==> src/vector_normalize_eps_snap_unit_defines.svh <==
// Assertion macros for the vector normalize unit.
// Used by the top level; define ASSERT_OFF to drop all checks.
`ifndef VECTOR_NORMALIZE_EPS_SNAP_UNIT_DEFINES_SVH
`define VECTOR_NORMALIZE_EPS_SNAP_UNIT_DEFINES_SVH
`ifndef ASSERT_OFF
// clocked check, disabled while reset is low
`define VNES_ASSERT(lbl, clk, rst_n, prop, msg) \
    lbl: assert property (@(posedge clk) disable iff (!rst_n) prop) else $error(msg);
// clocked check, active during reset too
`define VNES_ASSERT_ALWAYS(lbl, clk, prop, msg) \
    lbl: assert property (@(posedge clk) prop) else $error(msg);
`else
`define VNES_ASSERT(lbl, clk, rst_n, prop, msg)
`define VNES_ASSERT_ALWAYS(lbl, clk, prop, msg)
`endif
`endif

==> src/vnes_pkg.sv <==
// Shared constants for the vector normalize unit.
// No dependencies; imported by every module of the block.
package vnes_pkg;
    localparam int FRAC_BITS_DEF   = 16;
    localparam int COORD_WIDTH_DEF = 32;
    localparam int EPS_W           = 16;
    localparam int LEN_W           = 32;
    localparam logic [EPS_W-1:0] EPS_RESET = 16'd7;
endpackage

==> src/vnes_sqrt.sv <==
// Pipelined integer square root, one result bit per stage.
// Depends on vnes_pkg.
module vnes_sqrt import vnes_pkg::*; #(
    parameter int W = COORD_WIDTH_DEF
) (
    input  logic           i_clk,
    input  logic           i_en,
    input  logic [2*W-1:0] i_sum,
    output logic [W-1:0]   o_root
);
    logic [2*W-1:0] r_rem  [W];
    logic [W-1:0]   r_root [W];
    logic [2*W-1:0] n_rem  [W];
    logic [W-1:0]   n_root [W];

    // try one root bit per stage against the running remainder
    always_comb begin
        logic [2*W-1:0] s_rem;
        logic [W-1:0]   s_root;
        logic [2*W:0]   trial;
        for (int k = 0; k < W; k++) begin
            s_rem  = (k == 0) ? i_sum : r_rem[(k == 0) ? 0 : k-1];
            s_root = (k == 0) ? '0    : r_root[(k == 0) ? 0 : k-1];
            trial  = ((2*W+1)'(s_root) << (W - k)) | ((2*W+1)'(1) << (2*(W-1-k)));
            if (trial <= {1'b0, s_rem}) begin
                n_rem[k]          = s_rem - trial[2*W-1:0];
                n_root[k]         = s_root;
                n_root[k][W-1-k]  = 1'b1;
            end else begin
                n_rem[k]  = s_rem;
                n_root[k] = s_root;
            end
        end
    end

    // advance all stages together
    always_ff @(posedge i_clk) begin
        if (i_en) begin
            for (int k = 0; k < W; k++) begin
                r_rem[k]  <= n_rem[k];
                r_root[k] <= n_root[k];
            end
        end
    end

    assign o_root = r_root[W-1];
endmodule

==> config.mk <==
export PLATFORM = sky130hd
export DESIGN_NAME = vnes_sqrt
export DESIGN_NICKNAME = d
export VERILOG_FILES = /design/src/vector_normalize_eps_snap_unit_defines.svh /design/src/vnes_pkg.sv /design/src/vnes_sqrt.sv
export SDC_FILE = /design/constraint.sdc
export NUM_CORES = 2
export LEC_CHECK = 0
export BUFFER_PORTS_ARGS = -buffer_cell sky130_fd_sc_hd__buf_4
export CORE_MARGIN = 2
export CORE_UTILIZATION = 60
export CTS_BUF_LIST = sky130_fd_sc_hd__clkbuf_2
export DETAILED_ROUTE_END_ITERATION = 8
export PLACE_DENSITY = 0.83
export SLEW_MARGIN = 20
export SYNTH_ARGS = -nofsm -noshare
export SYNTH_HDL_FRONTEND = slang
export SYNTH_SLANG_ARGS = --single-unit
==> constraint.sdc <==
create_clock -name i_clk -period 4.9 [get_ports i_clk]
set_input_delay 0.98 -clock i_clk [delete_from_list [all_inputs] [get_ports i_clk]]
set_output_delay 0.98 -clock i_clk [all_outputs]
set_load 0.005 [all_outputs]
# Word level (Yosys, flattened, before mapping)
# Memory sizes are Yosys's and may differ from the RTL's.
# Cells that the tools add are included.
[word_totals]
memories = 2
inputBits = 66
rom_bits = 0
ff_bits = 0
mem_bits_rw = 3072
latch_bits = 0
output_inout_bits = 32
word_cells = 132
[op_classes]
eq_ne = 0
multipliers = 0
n_lt_le_gt_ge = 32
mux = 66
div = 0
shift = 0
n_addsub = 32
n_reduce_logical = 0
bitwise = 0
[mem_list]
columns = ["memory", "words", "width", "rd", "rd_ports_with_merged_regs", "wr", "line", "rtl"]
rows = [
  ["r_rem", 32, 64, 31, 0, 32, "vnes_sqrt.sv:11", "logic [2*W-1:0] r_rem [W];"],
  ["r_root", 32, 32, 32, 0, 32, "vnes_sqrt.sv:12", "logic [W-1:0] r_root [W];"],
]
[ops]
columns = ["operator", "n"]
rows = [
  ["64-bit two-way mux", 32],
  ["33-bit by 64-bit less-or-equal comparator with 1-bit output", 1],
  ["34-bit by 64-bit less-or-equal comparator with 1-bit output", 1],
  ["35-bit by 64-bit less-or-equal comparator with 1-bit output", 1],
  ["36-bit by 64-bit less-or-equal comparator with 1-bit output", 1],
  ["37-bit by 64-bit less-or-equal comparator with 1-bit output", 1],
  ["38-bit by 64-bit less-or-equal comparator with 1-bit output", 1],
  ["39-bit by 64-bit less-or-equal comparator with 1-bit output", 1],
  ["40-bit by 64-bit less-or-equal comparator with 1-bit output", 1],
  ["41-bit by 64-bit less-or-equal comparator with 1-bit output", 1],
  ["42-bit by 64-bit less-or-equal comparator with 1-bit output", 1],
  ["43-bit by 64-bit less-or-equal comparator with 1-bit output", 1],
  ["44-bit by 64-bit less-or-equal comparator with 1-bit output", 1],
  ["45-bit by 64-bit less-or-equal comparator with 1-bit output", 1],
  ["46-bit by 64-bit less-or-equal comparator with 1-bit output", 1],
  ["47-bit by 64-bit less-or-equal comparator with 1-bit output", 1],
  ["48-bit by 64-bit less-or-equal comparator with 1-bit output", 1],
  ["49-bit by 64-bit less-or-equal comparator with 1-bit output", 1],
  ["50-bit by 64-bit less-or-equal comparator with 1-bit output", 1],
  ["51-bit by 64-bit less-or-equal comparator with 1-bit output", 1],
  ["52-bit by 64-bit less-or-equal comparator with 1-bit output", 1],
  ["53-bit by 64-bit less-or-equal comparator with 1-bit output", 1],
  ["54-bit by 64-bit less-or-equal comparator with 1-bit output", 1],
  ["55-bit by 64-bit less-or-equal comparator with 1-bit output", 1],
  ["other kinds (73)", 75],
]

# Depth between registers and ports, before layout
[logic_depth]
depth_word = 2
depth_mapped = 16
depth_no_buf = 13

# Least setup slack after synthesis
# OpenSTA, ideal clock, no wires.
[synth_timing]
kind = "register to register"
start = "memory r_rem[1][244] (netlist bit)"
end = "memory r_rem[1][312] (netlist bit), data pin"
synth_period_minus_slack_ns = 3.549
required_time_ns = 4.629
t_arrival_ns = 3.277
setup_time_ns = 0.271
stages_incl_launch_ff = 13
path_buffers = 2
setup_slack_ns = 1.351
cell_sequence = "edfxtp_1 -> or4_4 -> nor4_4 -> or4b_1 -> or2_1 -> or3_1 -> or4b_1 -> buf_2 -> nand2b_2 -> or2_1 -> buf_2 -> nor4_1 -> xor2_1"
[synth_rtl]
columns = ["element", "line"]
rows = [
  ["start, declared", "vnes_sqrt.sv:11"],
]

==> summary.txt <==
Outcome
  – Outcome: finished clean

Drt
  – Wirelength, routed: 317800 um
  – Via count: 82086
  – Routed length per instance: 23.74 um
  – 1st-iter DRT viols: 8871
  – DR vias/cell: 6.133
  – DRC: 0
  – DRT Pass-1 Iters: 8
  – ANT nets after route: 0

Yosys
  – Async S/R FF share, synth: 0%
  – Mapped cell area: 120100 um^2
  – Syn Nets: 10115
  – Ys flop type: edfxtp_1
  – Syn. warnings: 0
  – Post-Syn Instances: 9491
  – Area leader, netlist: edfxtp_1
  – Flops & latches, synth: 2512
  – Area contributors post-synth: edfxtp_1 63%, ha_1 5.8%, xnor2_1 3.3%, xor2_1 3.0%, a21oi_1 2.7%
  – Syn Area/Cell: 12.65 um^2
  – Synth cell types: 91
  – Register area share after synthesis: 62.82%
  – Synth top area share: 62.82%
  – Post-synth EDFFs: 2512

CTS
  – # hold bufs at CTS: 135
  – Worst-path clk slew: 0.17 ns
  – Num CTS Buffers: 622
  – CTS tree: done
  – CTS resizes: 0
  – Clock Root Buffer: clkbuf_2
  – Clk Latency, worst-skew pair: 1.94 ns
  – Clock Sinks: 2512
  – Clock tree buffer depth: 4
  – Postcts setup bufs: 0
  – H-tree depth: 6

Worst setup path
  – Crit-path most repeated cell: o31a_1
  – Crit Path Category: reg -> reg
  – Reg-to-Reg Start: r_rem[1][836]$_DFFE_PP_
  – CP Launch Type: flop
  – Slowest-stage cell, CP: a2111oi_0
  – Cell family with most CP delay: compound AO/OA/AOI/OAI gates
  – Crit path arrival time: 5.84 ns
  – Critical path endpoint category: flop
  – Delay of the slowest critical-path stage: 0.54 ns
  – CP required: 6.52 ns
  – Crit path cell chain: ha_1 > nor2b_1 > o31a_1 > o31a_1 > a211o_1 > a221oi_1 > o21ai_0 > and4_1 > a2111oi_0 > buf_4 > nand2_1 > xnor2_1
  – Crit Path Max Fanout: 5
  – CP Launch Point: r_rem[1][836]$_DFFE_PP_
  – WP buf/inv: 1

Final layout
  – Layout cells sized above 1: 12.30%
  – # fillers: 14054
  – Area Growth Syn to Fin: 9.467%
  – Nets: 10901
  – Final Core Density: 65.97%
  – Register area: 75430 um^2
  – Area occupied by multi-input gates: 41440 um^2

Timing
  – RSZ-0062 raised after global routing: no
  – Final setup TNS: 0 ns
  – Period utilization: 86.09%
  – Worst slew pin tran: 1.253 ns
  – Final setup vio count: 0
  – Fmax: 237.0 MHz
  – Worst Hold Margin: 0.2519 ns
  – Tmin final: 4.219 ns
  – Slew Viols, Final: 0
  – Final Hold Violating Endpoints: 0
  – Clk_skew: 0.2197 ns
  – Slew headroom: 16.46%

Worst hold path
  – Worst Hold Class: in -> reg
  – HP Start: i_sum[25]

Floorplanning
  – DIE WIDTH: 451.4 um
  – Core Box Area: 199200 um^2
  – Ports: 98
  – Rows: 164
  – Die height: 451.4 um
  – Initial Util: 60.27%
  – Die footprint: 203700 um^2

Placed design
  – RePlAce Congestion: 0.9682
  – Port Buffers: 97
  – Post-detail-place hpwl: 225600 um

Global route
  – Vias in the first global route: 81143
  – Initial antenna violation count: 14
  – Largest net degree at the start of global routing: 212
  – Global route overflow: 0
  – GRT Overall Usage: 30.61%
  – First-pass GRT wire length: 474600 um

Pwr
  – PwrDens: 435.0 nW/um^2
  – Maximum VDD drop: 0.2923 mV
  – Overall power: 57170 uW
  – Leak pwr: 0.05076 uW

Flow run
  – Max Cap Viol: 0
state kept, by name (all words and copies together) (netlist names):
name and cells:
r_rem 1984, r_root 528
logic make-up (layout without fill, tap and decap cells):
family / after synthesis / in the layout / share of synthesized area (%)
mux: 122 / 122 / 1.128
fa+ha+maj: 558 / 558 / 5.814
simple gates: 2763 / 2763 / 11.86
compound gates: 1800 / 1800 / 9.284
other cells: 0 / 16 / 0
xor+xnor: 869 / 869 / 6.338
flops: 2512 / 2512 / 62.82
buf+inv: 867 / 2089 / 2.757
cell type report:
type                       instances  area share (%)
clock inverter                   221          0.9633
clock buffer                     839           3.194
multi-input combinational       6112           31.53
timing repair buffer             341           2.404
antenna                           16         0.03046
sequential                      2512           57.39
tap                             2656           2.528
inverter                         688           1.965
layout by cell type (no fill, tap or decap), drive strengths merged, types with 160 or more instances in the layout:
master / instances
edfxtp: 2512
clkbuf: 839
inv: 708
nor2: 657
a21oi: 641
ha: 558
nand2: 547
xnor2: 458
xor2: 411
o21ai: 402
nor4: 355
nor3: 260
a21o: 222
buf: 207
clkinv: 184
nand3: 160
path summary, 6_finish.rpt:
check / endpoint / slack [ns] / cells after the start
worst max-delay path: r_rem[1][958]$_DFFE_PP_ / 0.68 / 12
worst min-delay path: r_rem[0][25]$_DFFE_PP_ / 0.25 / 3
worst max register to register: r_rem[1][958]$_DFFE_PP_ / 0.68 / 12
worst min register to register: r_root[0][499]$_DFFE_PP_ / 0.29 / 0
tightest hold or removal path, cell delays in order:
cell,delay (ns)
dlygate4sd3_1,0.54
buf_4,0.11
dlygate4sd3_1,0.53
stage by stage:
step                std cells  worst slack (ns)  instance area (um^2)
floorplan                9491             1.351                120100
global placement        12173            0.7537                124500
detailed placement      12173            0.7063                124500
CTS                     13368            0.6863                131400
global route            13379            0.4430                131400
finish                  13385            0.6814                131400
routing by layer:
layer / wire [um] / track usage (%) / share of wire (%)
met5: 50 / 0 / 0.016
met4: 18690 / 16.75 / 5.9
met3: 25220 / 6.045 / 7.9
met2: 158100 / 52.55 / 50
met1: 115800 / 36.29 / 36
cells in the mapped netlist (72+ instances only):
cell type  number
edfxtp_1     2512
inv_1         686
nor2_1        656
a21oi_1       641
ha_1          558
nand2_1       547
xnor2_1       458
xor2_1        411
o21ai_0       400
nor4_1        352
nor3_1        260
a21o_1        222
nand3_1       160
nand4_1       155
clkbuf_1      147
mux2_2        107
or3_1         104
nand2b_1       95
o21a_1         94
nor2b_1        84
or4_1          72
where the power goes:
group	total, uW	internal [uW]	leakage [uW]	switching [uW]
sequential	29600	27200	0.0242	2430
clock	14100	5390	0.00414	8750
combinational	13400	5490	0.0225	7900
total	57200	38100	0.0508	19100
(Power assumes the default switching activity.)
